**config.mk**
```make
export PLATFORM = sky130hd
export DESIGN_NAME = image_moment_centroid
export DESIGN_NICKNAME = d
export VERILOG_FILES = /design/src/rtl/core/imc_pkg.sv /design/src/rtl/core/imc_fifo.sv /design/src/rtl/core/imc_front.sv /design/src/rtl/core/imc_back.sv /design/src/rtl/core/image_moment_centroid.sv
export SDC_FILE = /design/constraint.sdc
export NUM_CORES = 2
export LEC_CHECK = 0
export CAP_MARGIN = 0
export CELL_PAD_IN_SITES_DETAIL_PLACEMENT = 0
export CELL_PAD_IN_SITES_GLOBAL_PLACEMENT = 1
export CORE_AREA = 2 2 341 343
export DETAILED_ROUTE_END_ITERATION = 16
export DIE_AREA = 0 0 343 345
export DONT_BUFFER_PORTS = 1
export PLACE_DENSITY_LB_ADDON = 0.05
export SLEW_MARGIN = 25
export SYNTH_ARGS = -nofsm -noshare
export SYNTH_HDL_FRONTEND = slang
export SYNTH_SLANG_ARGS = --single-unit
```
**constraint.sdc**
```tcl
create_clock -name clk -period 13.5 [get_ports clk]
set_input_delay 0.675 -clock clk [delete_from_list [all_inputs] [get_ports clk]]
set_output_delay 0.675 -clock clk [all_outputs]
set_load 0.03 [all_outputs]
```
**src/rtl/core/imc_pkg.sv**
```systemverilog
// Shared types and constants for the image moment centroid block.
// No dependencies; every other file in rtl/core imports this package.
package imc_pkg;

	// Fixed field and sum widths
	localparam int WIDTH_W     = 13;
	localparam int PIX_PORT_W  = 16;
	localparam int MASS_W      = 40;
	localparam int MOM_W       = 52;
	localparam int COORD_W     = 20;
	localparam int STEP_W      = $clog2(COORD_W);

	localparam logic [WIDTH_W-1:0] WIDTH_RESET = WIDTH_W'(640);

	// Frame totals queue between front and back
	localparam int QDEPTH = 4;
	localparam int QPTR_W = $clog2(QDEPTH);
	localparam int QCNT_W = $clog2(QDEPTH + 1);

	typedef struct packed {
		logic [MASS_W-1:0] mass;
		logic [MOM_W-1:0]  row_mom;
		logic [MOM_W-1:0]  col_mom;
	} moments_t;

	typedef enum logic [1:0] {
		BK_IDLE,
		BK_CHECK,
		BK_DIV,
		BK_PUBLISH
	} back_state_t;

endpackage

```
**src/rtl/core/imc_fifo.sv**
```systemverilog
// Small queue of finished frame totals between the accumulator and the divider.
// Depends on imc_pkg for moments_t and the queue depth.
module imc_fifo import imc_pkg::*; (
	input  logic              clk,
	input  logic              arst_n,
	input  logic              wr_en,
	input  moments_t          wr_data,
	input  logic              rd_en,
	output moments_t          rd_data,
	output logic              q_empty,
	output logic [QCNT_W-1:0] q_count
);

	moments_t            mem_q [QDEPTH];
	logic [QPTR_W-1:0]   wr_ptr_q;
	logic [QPTR_W-1:0]   rd_ptr_q;
	logic [QCNT_W-1:0]   count_q;
	logic                do_rd;

	assign do_rd   = rd_en && (count_q != '0);
	assign q_empty = (count_q == '0);
	assign q_count = count_q;
	assign rd_data = mem_q[rd_ptr_q];

	// Store an entry on each write beat
	always_ff @(posedge clk) begin
		if (wr_en) begin
			mem_q[wr_ptr_q] <= wr_data;
		end
	end

	// Advance pointers and track occupancy
	always_ff @(posedge clk or negedge arst_n) begin
		if (!arst_n) begin
			wr_ptr_q <= '0;
			rd_ptr_q <= '0;
			count_q  <= '0;
		end else begin
			if (wr_en) begin
				wr_ptr_q <= (wr_ptr_q == QPTR_W'(QDEPTH - 1)) ? '0 : wr_ptr_q + 1'b1;
			end
			if (do_rd) begin
				rd_ptr_q <= (rd_ptr_q == QPTR_W'(QDEPTH - 1)) ? '0 : rd_ptr_q + 1'b1;
			end
			if (wr_en && !do_rd) begin
				count_q <= count_q + 1'b1;
			end else if (!wr_en && do_rd) begin
				count_q <= count_q - 1'b1;
			end
		end
	end

endmodule

```
**src/rtl/core/imc_front.sv**
```systemverilog
// Pixel front end: raster position counters, weight products and moment sums.
// Depends on imc_pkg; hands each frame's totals to imc_fifo.
module imc_front import imc_pkg::*; #(
	parameter int MAX_DIM    = 4096,
	parameter int PIXEL_BITS = 16
) (
	input  logic                  clk,
	input  logic                  arst_n,
	input  logic                  in_beat,
	input  logic [PIX_PORT_W-1:0] pixel_value,
	input  logic                  frame_end,
	input  logic [WIDTH_W-1:0]    image_width,
	input  logic [QCNT_W-1:0]     q_count,
	output logic                  full,
	output logic                  tot_push,
	output moments_t              tot_data
);

	localparam int CNT_W = $clog2(MAX_DIM);
	localparam int PW    = (PIXEL_BITS < PIX_PORT_W) ? PIXEL_BITS : PIX_PORT_W;
	localparam int CW    = (CNT_W + 1 > WIDTH_W) ? CNT_W + 1 : WIDTH_W;
	localparam int PRD_W = CNT_W + PW;
	localparam int PND_W = QCNT_W + 1;

	logic [CNT_W-1:0] col_q, row_q;
	logic [CW-1:0]    width_eff;
	logic             col_wrap, row_wrap;

	logic             valid_s1, last_s1;
	logic [PW-1:0]    pix_s1;
	logic [CNT_W-1:0] row_s1, col_s1;

	logic             valid_s2, last_s2;
	logic [PW-1:0]    pix_s2;
	logic [PRD_W-1:0] rowp_s2, colp_s2;

	logic [MASS_W-1:0] mass_q, mass_nx;
	logic [MOM_W-1:0]  rowm_q, rowm_nx, colm_q, colm_nx;
	logic [PND_W-1:0]  pending;

	// Clamp the row width to 1..MAX_DIM
	always_comb begin
		if (image_width == '0) begin
			width_eff = CW'(1);
		end else if (CW'(image_width) > CW'(MAX_DIM)) begin
			width_eff = CW'(MAX_DIM);
		end else begin
			width_eff = CW'(image_width);
		end
	end

	assign col_wrap = (CW'(col_q) + CW'(1)) >= width_eff;
	assign row_wrap = (CW'(row_q) + CW'(1)) >= CW'(MAX_DIM);

	// Hold off new pixels while queued and in-flight frame ends could fill the queue
	assign pending = PND_W'(q_count) + PND_W'(last_s1) + PND_W'(last_s2);
	assign full    = pending >= PND_W'(QDEPTH);

	// Advance the raster position on each accepted beat
	always_ff @(posedge clk or negedge arst_n) begin
		if (!arst_n) begin
			col_q <= '0;
			row_q <= '0;
		end else if (in_beat) begin
			if (frame_end) begin
				col_q <= '0;
				row_q <= '0;
			end else if (col_wrap) begin
				col_q <= '0;
				row_q <= row_wrap ? '0 : row_q + 1'b1;
			end else begin
				col_q <= col_q + 1'b1;
			end
		end
	end

	// Stage valid and frame-end flags
	always_ff @(posedge clk or negedge arst_n) begin
		if (!arst_n) begin
			valid_s1 <= 1'b0;
			last_s1  <= 1'b0;
			valid_s2 <= 1'b0;
			last_s2  <= 1'b0;
		end else begin
			valid_s1 <= in_beat;
			last_s1  <= in_beat && frame_end;
			valid_s2 <= valid_s1;
			last_s2  <= last_s1;
		end
	end

	// Capture the pixel with its position, then form the weighted products
	always_ff @(posedge clk) begin
		pix_s1  <= pixel_value[PW-1:0];
		row_s1  <= row_q;
		col_s1  <= col_q;
		pix_s2  <= pix_s1;
		rowp_s2 <= PRD_W'(row_s1) * PRD_W'(pix_s1);
		colp_s2 <= PRD_W'(col_s1) * PRD_W'(pix_s1);
	end

	assign mass_nx = mass_q + MASS_W'(pix_s2);
	assign rowm_nx = rowm_q + MOM_W'(rowp_s2);
	assign colm_nx = colm_q + MOM_W'(colp_s2);

	// Accumulate; on frame end hand off the totals and clear
	always_ff @(posedge clk or negedge arst_n) begin
		if (!arst_n) begin
			mass_q <= '0;
			rowm_q <= '0;
			colm_q <= '0;
		end else if (valid_s2) begin
			if (last_s2) begin
				mass_q <= '0;
				rowm_q <= '0;
				colm_q <= '0;
			end else begin
				mass_q <= mass_nx;
				rowm_q <= rowm_nx;
				colm_q <= colm_nx;
			end
		end
	end

	assign tot_push         = valid_s2 && last_s2;
	assign tot_data.mass    = mass_nx;
	assign tot_data.row_mom = rowm_nx;
	assign tot_data.col_mom = colm_nx;

endmodule

```
**src/rtl/core/imc_back.sv**
```systemverilog
// Back end: shared restoring divider that turns frame totals into centroids,
// and the result register. Depends on imc_pkg; reads frame totals from imc_fifo.
module imc_back import imc_pkg::*; #(
	parameter int FRAC_BITS = 8
) (
	input  logic               clk,
	input  logic               arst_n,
	input  logic               q_empty,
	input  moments_t           q_data,
	output logic               q_pop,
	input  logic               pop,
	output logic               empty,
	output logic [COORD_W-1:0] centroid_x,
	output logic [COORD_W-1:0] centroid_y,
	output logic               no_mass
);

	localparam int NF_W  = MOM_W + FRAC_BITS;
	localparam int HI_W  = NF_W - COORD_W;
	localparam int CMP_W = (HI_W > MASS_W) ? HI_W : MASS_W;

	back_state_t state_q, state_d;

	logic [MASS_W-1:0]  den_q;
	logic [MOM_W-1:0]   rowm_q, colm_q;
	logic               sel_q;
	logic [MASS_W-1:0]  rem_q;
	logic [COORD_W-1:0] shf_q;
	logic [STEP_W-1:0]  step_q;
	logic [COORD_W-1:0] x_q, y_q;
	logic               zero_q;

	logic               ovalid_q;
	logic [COORD_W-1:0] ox_q, oy_q;
	logic               onm_q;

	logic [MOM_W-1:0]   num;
	logic [NF_W-1:0]    n_full;
	logic [HI_W-1:0]    hi;
	logic               ovf;
	logic [MASS_W:0]    trial, diff;
	logic               ge;
	logic               last_step;
	logic               out_free;
	logic [COORD_W-1:0] quot;

	// Scaled dividend: quotient is floor(num * 2^FRAC_BITS / den)
	assign num    = sel_q ? rowm_q : colm_q;
	assign n_full = NF_W'(num) << FRAC_BITS;
	assign hi     = n_full[NF_W-1:COORD_W];
	assign ovf    = CMP_W'(hi) >= CMP_W'(den_q);

	// One restoring step per cycle
	assign trial     = {rem_q, shf_q[COORD_W-1]};
	assign ge        = trial >= {1'b0, den_q};
	assign diff      = trial - {1'b0, den_q};
	assign quot      = {shf_q[COORD_W-2:0], ge};
	assign last_step = (step_q == STEP_W'(COORD_W - 1));
	assign out_free  = !ovalid_q || pop;

	// State register
	always_ff @(posedge clk or negedge arst_n) begin
		if (!arst_n) begin
			state_q <= BK_IDLE;
		end else begin
			state_q <= state_d;
		end
	end

	// Next state and queue pop
	always_comb begin
		state_d = state_q;
		q_pop   = 1'b0;
		case (state_q)
			BK_IDLE: begin
				if (!q_empty) begin
					q_pop   = 1'b1;
					state_d = (q_data.mass == '0) ? BK_PUBLISH : BK_CHECK;
				end
			end
			BK_CHECK: begin
				if (ovf) begin
					state_d = sel_q ? BK_PUBLISH : BK_CHECK;
				end else begin
					state_d = BK_DIV;
				end
			end
			BK_DIV: begin
				if (last_step) begin
					state_d = sel_q ? BK_PUBLISH : BK_CHECK;
				end
			end
			BK_PUBLISH: begin
				if (out_free) begin
					state_d = BK_IDLE;
				end
			end
			default: state_d = BK_IDLE;
		endcase
	end

	// Divider datapath
	always_ff @(posedge clk) begin
		case (state_q)
			BK_IDLE: begin
				if (!q_empty) begin
					den_q  <= q_data.mass;
					rowm_q <= q_data.row_mom;
					colm_q <= q_data.col_mom;
					sel_q  <= 1'b0;
					zero_q <= (q_data.mass == '0);
					x_q    <= '0;
					y_q    <= '0;
				end
			end
			BK_CHECK: begin
				if (ovf) begin
					// saturate a quotient that does not fit the result field
					if (sel_q) begin
						y_q <= '1;
					end else begin
						x_q <= '1;
					end
					sel_q <= 1'b1;
				end else begin
					rem_q  <= MASS_W'(hi);
					shf_q  <= n_full[COORD_W-1:0];
					step_q <= '0;
				end
			end
			BK_DIV: begin
				rem_q  <= ge ? diff[MASS_W-1:0] : trial[MASS_W-1:0];
				shf_q  <= quot;
				step_q <= step_q + 1'b1;
				if (last_step) begin
					if (sel_q) begin
						y_q <= quot;
					end else begin
						x_q <= quot;
					end
					sel_q <= 1'b1;
				end
			end
			default: begin
			end
		endcase
	end

	// Result register valid: set on publish, drop on pop beat
	always_ff @(posedge clk or negedge arst_n) begin
		if (!arst_n) begin
			ovalid_q <= 1'b0;
		end else if (state_q == BK_PUBLISH && out_free) begin
			ovalid_q <= 1'b1;
		end else if (pop) begin
			ovalid_q <= 1'b0;
		end
	end

	// Result register payload
	always_ff @(posedge clk) begin
		if (state_q == BK_PUBLISH && out_free) begin
			ox_q  <= x_q;
			oy_q  <= y_q;
			onm_q <= zero_q;
		end
	end

	assign empty      = !ovalid_q;
	assign centroid_x = ox_q;
	assign centroid_y = oy_q;
	assign no_mass    = onm_q;

endmodule

```
**src/rtl/core/image_moment_centroid.sv**
```systemverilog
// Channel   | Handshake              | Payload
// pixels    | push / full            | pixel_value[15:0], frame_end
// centroids | pop / empty            | centroid_x[19:0], centroid_y[19:0], no_mass
// config    | cfg_valid / cfg_ready  | cfg_data[12:0] (image_width)
//
// Pixels are taken one per cycle while full is low; the front pipeline registers
// the pixel and position, then the weighted products, then the sums. For each frame
// end the shared divider finds x, then y, before the result reaches the output register.
// Up to four finished frames wait between the accumulator and the divider;
// full rises while that queue, counting frame ends still in flight, is full.
// Reset clears the sums, counters and queues and sets image_width to 640.
// Top level: depends on imc_pkg, imc_front, imc_fifo and imc_back.
module image_moment_centroid import imc_pkg::*; #(
	parameter int MAX_DIM    = 4096,
	parameter int PIXEL_BITS = 16,
	parameter int FRAC_BITS  = 8
) (
	input  logic                  clk,
	input  logic                  arst_n,
	input  logic                  push,
	output logic                  full,
	input  logic [PIX_PORT_W-1:0] pixel_value,
	input  logic                  frame_end,
	output logic                  empty,
	input  logic                  pop,
	output logic [COORD_W-1:0]    centroid_x,
	output logic [COORD_W-1:0]    centroid_y,
	output logic                  no_mass,
	input  logic                  cfg_valid,
	output logic                  cfg_ready,
	input  logic [WIDTH_W-1:0]    cfg_data
);

	logic [WIDTH_W-1:0] width_q;
	logic               in_beat;
	logic               tot_push;
	moments_t           tot_data;
	logic               q_pop;
	moments_t           q_data;
	logic               q_empty;
	logic [QCNT_W-1:0]  q_count;

	assign cfg_ready = 1'b1;
	assign in_beat   = push && !full;

	// Row width register
	always_ff @(posedge clk or negedge arst_n) begin
		if (!arst_n) begin
			width_q <= WIDTH_RESET;
		end else if (cfg_valid && cfg_ready) begin
			width_q <= cfg_data;
		end
	end

	imc_front #(
		.MAX_DIM    (MAX_DIM),
		.PIXEL_BITS (PIXEL_BITS)
	) u_front (
		.clk         (clk),
		.arst_n      (arst_n),
		.in_beat     (in_beat),
		.pixel_value (pixel_value),
		.frame_end   (frame_end),
		.image_width (width_q),
		.q_count     (q_count),
		.full        (full),
		.tot_push    (tot_push),
		.tot_data    (tot_data)
	);

	imc_fifo u_fifo (
		.clk     (clk),
		.arst_n  (arst_n),
		.wr_en   (tot_push),
		.wr_data (tot_data),
		.rd_en   (q_pop),
		.rd_data (q_data),
		.q_empty (q_empty),
		.q_count (q_count)
	);

	imc_back #(
		.FRAC_BITS (FRAC_BITS)
	) u_back (
		.clk        (clk),
		.arst_n     (arst_n),
		.q_empty    (q_empty),
		.q_data     (q_data),
		.q_pop      (q_pop),
		.pop        (pop),
		.empty      (empty),
		.centroid_x (centroid_x),
		.centroid_y (centroid_y),
		.no_mass    (no_mass)
	);

endmodule

```
### After elaboration in Yosys (flattened, before gate mapping)

Memories as Yosys holds them, arrays and structs flattened.
Index checks and enable logic that the tools add are counted.

* bits in registers: 599
* bits in writable memories: 576
* word-level logic and storage cells: 153
* memories: 1

* add/sub/neg operators: 15
* multipliers: 2
* order comparisons: 6
* eq/ne operators: 15
* multiplexer cells: 50
* bitwise gates (word level): 1
* reductions and logical operators: 29

Memories
* u_fifo.mem_q: words 4, bits a word 144, rd ports 1, clocked after memory_dff 0, wr ports 1, line imc_fifo.sv:14 `moments_t mem_q [QDEPTH];`

Operators by type and width (count)
* 20-bit 2-to-1 mux: 10
* 52-bit 2-to-1 mux: 3
* 40-bit 2-to-1 mux: 3
* 20-bit case mux with 3 select lines: 2
* 52-bit by 28-bit adder with 52-bit output: 2
* 40-bit case mux with 2 select lines: 1
* 12-bit 2-to-1 mux: 5
* 12-bit by 16-bit multiplier with 28-bit output: 2
* 41-bit by 40-bit greater-or-equal comparator with 1-bit output: 1
* 40-bit by 16-bit adder with 40-bit output: 1
* 40-bit greater-or-equal comparator: 1
* 40-bit zero test: 1
* 20-bit case mux with 2 select lines: 1
* 40-bit subtractor: 1
* 12-bit by 1-bit adder with 13-bit output, second input constant: 2
* 13-bit 2-to-1 mux: 2
* 12-bit by 1-bit adder with 12-bit output, second input constant: 2
* 2-bit 2-to-1 mux: 8
* 13-bit greater-or-equal comparator: 1
* 13-bit greater-or-equal comparator, second input constant: 1
* 13-bit > comparator, second input constant: 1
* 13-bit zero test: 1
* 6-bit AND reduction: 2
* 2-bit by 1-bit inequality test with 1-bit output, second input constant: 5
* other kinds (28): 59

### Longest topological paths before layout

* word-level depth: 7
* mapped depth: 24
* mapped depth without buffers: 22

### Hierarchy

Synthesis repeated with hierarchy kept, for this count alone.

* cell total of the unflattened synthesis: 4998
* area total of the unflattened synthesis: 63572.2 um2

Modules (own cells, without submodules)
* imc_front: instances 1, cells each 3083, area an instance 27566.4 um2, sequential area each 6546.3 um2
* imc_fifo: instances 1, cells each 788, area an instance 21171.6 um2, sequential area each 17471.8 um2
* imc_back: instances 1, cells each 1097, area an instance 14293.7 um2, sequential area each 8843.5 um2
* image_moment_centroid: instances 1, cells each 30, area an instance 540.5 um2, sequential area each 327.8 um2

### Worst setup path after synthesis

No wires, ideal clock.

* path type: reg-to-reg
* start point: register u_front.col_s1[5]
* end point: register u_front.colp_s2[27]
* library setup time: 72 ps
* arrival: 5735 ps
* data required time: 13428 ps
* slack: 7693 ps
* cell stages (with the launch flop): 23
* path buffers: 2
* clock period less this slack: 5807 ps
* cell sequence: dfxtp_1 > clkbuf_1 > nand2_1 > fa_1 > fa_1 > fa_1 > inv_1 > fa_1 > inv_1 > fa_1 > inv_1 > ha_1 > clkbuf_1 > a21o_1 > a21oi_1 > and3_1 > o211ai_1 > a41o_1 > o221ai_2 > o211ai_1 > a311o_1 > a21oi_1 > xnor2_1

* word-level cells in the longest chain between the ends: 1

RTL lines
* from (decl): line imc_front.sv:31 `logic [CNT_W-1:0] row_s1, col_s1;`
* from (signal assigned): line imc_front.sv:96 `col_s1 <= col_q;`
* 12-bit by 16-bit multiplier with 28-bit output: line imc_front.sv:99 `colp_s2 <= PRD_W'(col_s1) * PRD_W'(pix_s1);`
* to (signal assigned): line imc_front.sv:99
* to (decl): line imc_front.sv:35 `logic [PRD_W-1:0] rowp_s2, colp_s2;`

Every way passes these cells.
A chain may end at the register's enable or synchronous reset.

### Worst setup path in the final report

* start point: register u_front.col_s1[8]
* end point: register u_front.colp_s2[27]

Same word-level chain as after synthesis.

==> reports/qor.yml <==
status: "completed"
final_cell_mix: "edfxtp_1 (868), nand2_1 (457), inv_1 (456)"
synth_edf_count: 868
synth_area_leader_cell: "edfxtp_1"
ir_drop_mv: 0.1437
setup_slack_ps: 7359
routed_wl_um: 144900
synth_ff_type: "edfxtp_1"
pre_cts_slack_ps: 7356
cts_made_buffers: 121
critPathTopFamily: "adder cells"
clk_latency_ps: 740
synth_cells: 4864
drt_iter0_drc: 2740
async_reset_ff_share_pct: 16.60
layout_commonest_cell: "edfxtp_1"
grt_pass1_wl_um: 225500
skew_ps: 63.70
post_route_cells_drive_above_1_share_pct: 10.29
die_x_um: 343
post_cts_resized: 0
area_delta_synth_final_pct: 9.685
cp_slowest_stage_delay_ps: 720
core_um2: 115100
crit_path_end_kind: "flip-flop"
rsz0062_at_grt: "false"
clkSinkCount: 1175
cts.path.max_buffers: 3
max_cap_violations: 0
drcViolationCount: 0
post-route-period-util_pct: 45.49
cts_tree: "built"
rows: 125
vias: 37250
grt_use_total_pct: 24.82
timing_worst_slew_pin_value_ps: 1052
antenna_found_initial: 2
grt_max_degree: 196
pin_count: 79
placed_area_um2: 64090
io_buffers: 0
antennaDiodeCount: 0
final_hold_viol_count: 0
avgSynthCellArea_um2: 12.85
netlist_area_um2: 62520
slew_headroom_pct: 29.86
post_cts_buffers: 0
die_h_um: 345
synth.distinct_cells: 94
tns_ps: 0
crit_buf_inv: 3
first_pass_iters: 5
antenna_left: 0
setup_viol: 0
overflow: 0
clkTransAtPathRegs_ps: 60
path_class: "reg2reg"
grt_pass1_vias: 38010
cpMostUsedCell: "fa_1"
cts-root-buf: "clkbuf_16"
finalMaxSlewViolations: 0
start_util_pct: 54.32
crit_chain: "nand2_1, fa_1, fa_1, fa_1, inv_1, fa_1, inv_1, fa_1, inv_1, ha_1, a21o_1, a21oi_1, and3_1, o211ai_1, a41o_1, o221ai_2, o211ai_1, a311o_1, a21oi_1, xnor2_1"
cp.arrival_ps: 6790
cp_max_fo: 16
power_density_nw_per_um2: 212.4
stdcell_area_um2: 68580
ys_seq_elements: 1175
fmax_mhz: 162.8
period_minus_slack_ps: 6141
ys_seq_area_share_pct: 53.08
crit_required_ps: 14150
vias_per_cell: 5.740
p_leak_uw: 0.02829
start_kind: "flip-flop"
synth_top_area_share_pct: 41.69
synth_warnings: 0
dp_hpwl_um: 98680
yosys-top-cells-area: "edfxtp_1 (42%), fa_1 (9.1%), dfrtp_1 (7.7%), ha_1 (6.2%), mux4_2 (5.2%)"
htreeDepth: 3
die-area_um2: 118300
wl_per_cell_um: 22.33
place.gp.congestion: 0.8360
synth_nets: 5496
cp_slowest_cell: "dfxtp_1"
min-delay-path-class: "in2reg"
nets: 5489
kinds of logic after synthesis:
logic type	count (synthesis)	share of synthesized area, %
buffers and inverters	661	4.088
xor gates and xnor gates	223	3.124
and+or+nand+nor	1140	8.709
adders and majority gates	597	15.37
muxes	226	6.610
other	1	0.005998
DFF	1175	53.08
AOI/OAI and AO/OA	841	9.013
Yosys cell counts (17+ instances only):
library cell	n
nor2_1	194
and2_1	161
o21bai_1	18
mux2_2	55
nand4_1	36
nor2b_1	26
nor4_1	23
a31oi_1	32
nor3_1	34
buf_2	17
o31ai_1	35
clkbuf_1	154
dfrtp_1	193
fa_1	285
a21oi_1	207
o21a_1	34
nand3_1	76
o21ai_0	168
a21o_1	93
nand2b_1	27
a22o_1	74
nand2_1	458
mux4_2	144
xnor2_1	142
mux2i_1	27
inv_1	458
ha_1	312
edfxtp_1	868
and3_1	42
a211oi_1	24
dfxtp_1	112
xor2_1	81
worst register-to-register path, stage by stage, from the launching register on:
cell      delay, ps
dfxtp_1         720
nand2_1         170
fa_1            480
fa_1            510
fa_1            500
inv_1            60
fa_1            530
inv_1            50
fa_1            520
inv_1            40
ha_1            380
a21o_1          190
a21oi_1         170
and3_1          170
o211ai_1        160
a41o_1          330
o221ai_2        240
o211ai_1        170
a311o_1         370
a21oi_1         170
xnor2_1         120
repair_timing:
action	in CTS	in global routing
hold buffers	19	1
hold endpoints to repair	214	87
endpoints found under the setup margin	0	0
routing by layer:
metal	vias up	GRT usage, %	routed length [um]
met3	203	3.919	6480
met1	18780	34.58	64910
li1	17460	-	-
met5	-	0	11
met4	2	7.192	3890
met2	799	40.52	69610
final timing paths:
kind / from / end / slack [ps] / cells after the start
worst max-delay path: u_front.col_s1[8] / u_front.colp_s2[27] / 7360 / 20
worst min-delay path: cfg_valid / width_q[12] / 80 / 2
worst max register to register: u_front.col_s1[8] / u_front.colp_s2[27] / 7360 / 20
worst min register to register: u_front.valid_s1 / u_front.valid_s2 / 360 / 0
max in group asynchronous: arst_n / u_front.mass_q[30] / 11800 / 3
min in group asynchronous: arst_n / u_front.col_q[6] / 560 / 2
layout make-up:
| class | instances | area, um2 |
|---|---|---|
| Clock buffer | 155 | 3307 |
| Clock inverter | 76 | 942.2 |
| Fill cell | 9183 | 46530 |
| Inverter | 459 | 1730 |
| Multi-Input combinational cell | 3028 | 26850 |
| Sequential cell | 1175 | 33200 |
| Tap cell | 1524 | 1907 |
| Timing Repair Buffer | 72 | 640.6 |
power breakdown:
group	internal [uW]	switching, uW
Clock	2050	1450
Sequential	5090	484
Combinational	2040	3450
Total	9180	5380
flip-flops by register name (all words and copies together), names as in the netlist, 28 cells and up:
name,count
u_fifo.mem_q,576
u_front.colm_q,52
u_front.colp_s2,28
u_back.colm_q,52
u_back.rowm_q,52
u_front.mass_q,40
u_front.rowm_q,52
u_front.rowp_s2,28
u_back.den_q,40
u_back.rem_q,40
metrics by stage:
stage / hold slack, ps / utilization [%] / instances / total power (uW)
2_1_floorplan: 331.2 / - / 4864 / 9462
3_3_place_gp: 332.5 / 55.67 / 6237 / 11060
3_5_place_dp: 340.3 / 55.67 / 6237 / 11130
4_1_cts: 18.49 / 59.55 / 6487 / 14690
5_1_grt: 53.56 / 59.58 / 6489 / 15460
6_report: 82.17 / 59.58 / 6489 / 14560
No activity file was read; power rests on OpenSTA's default activity.
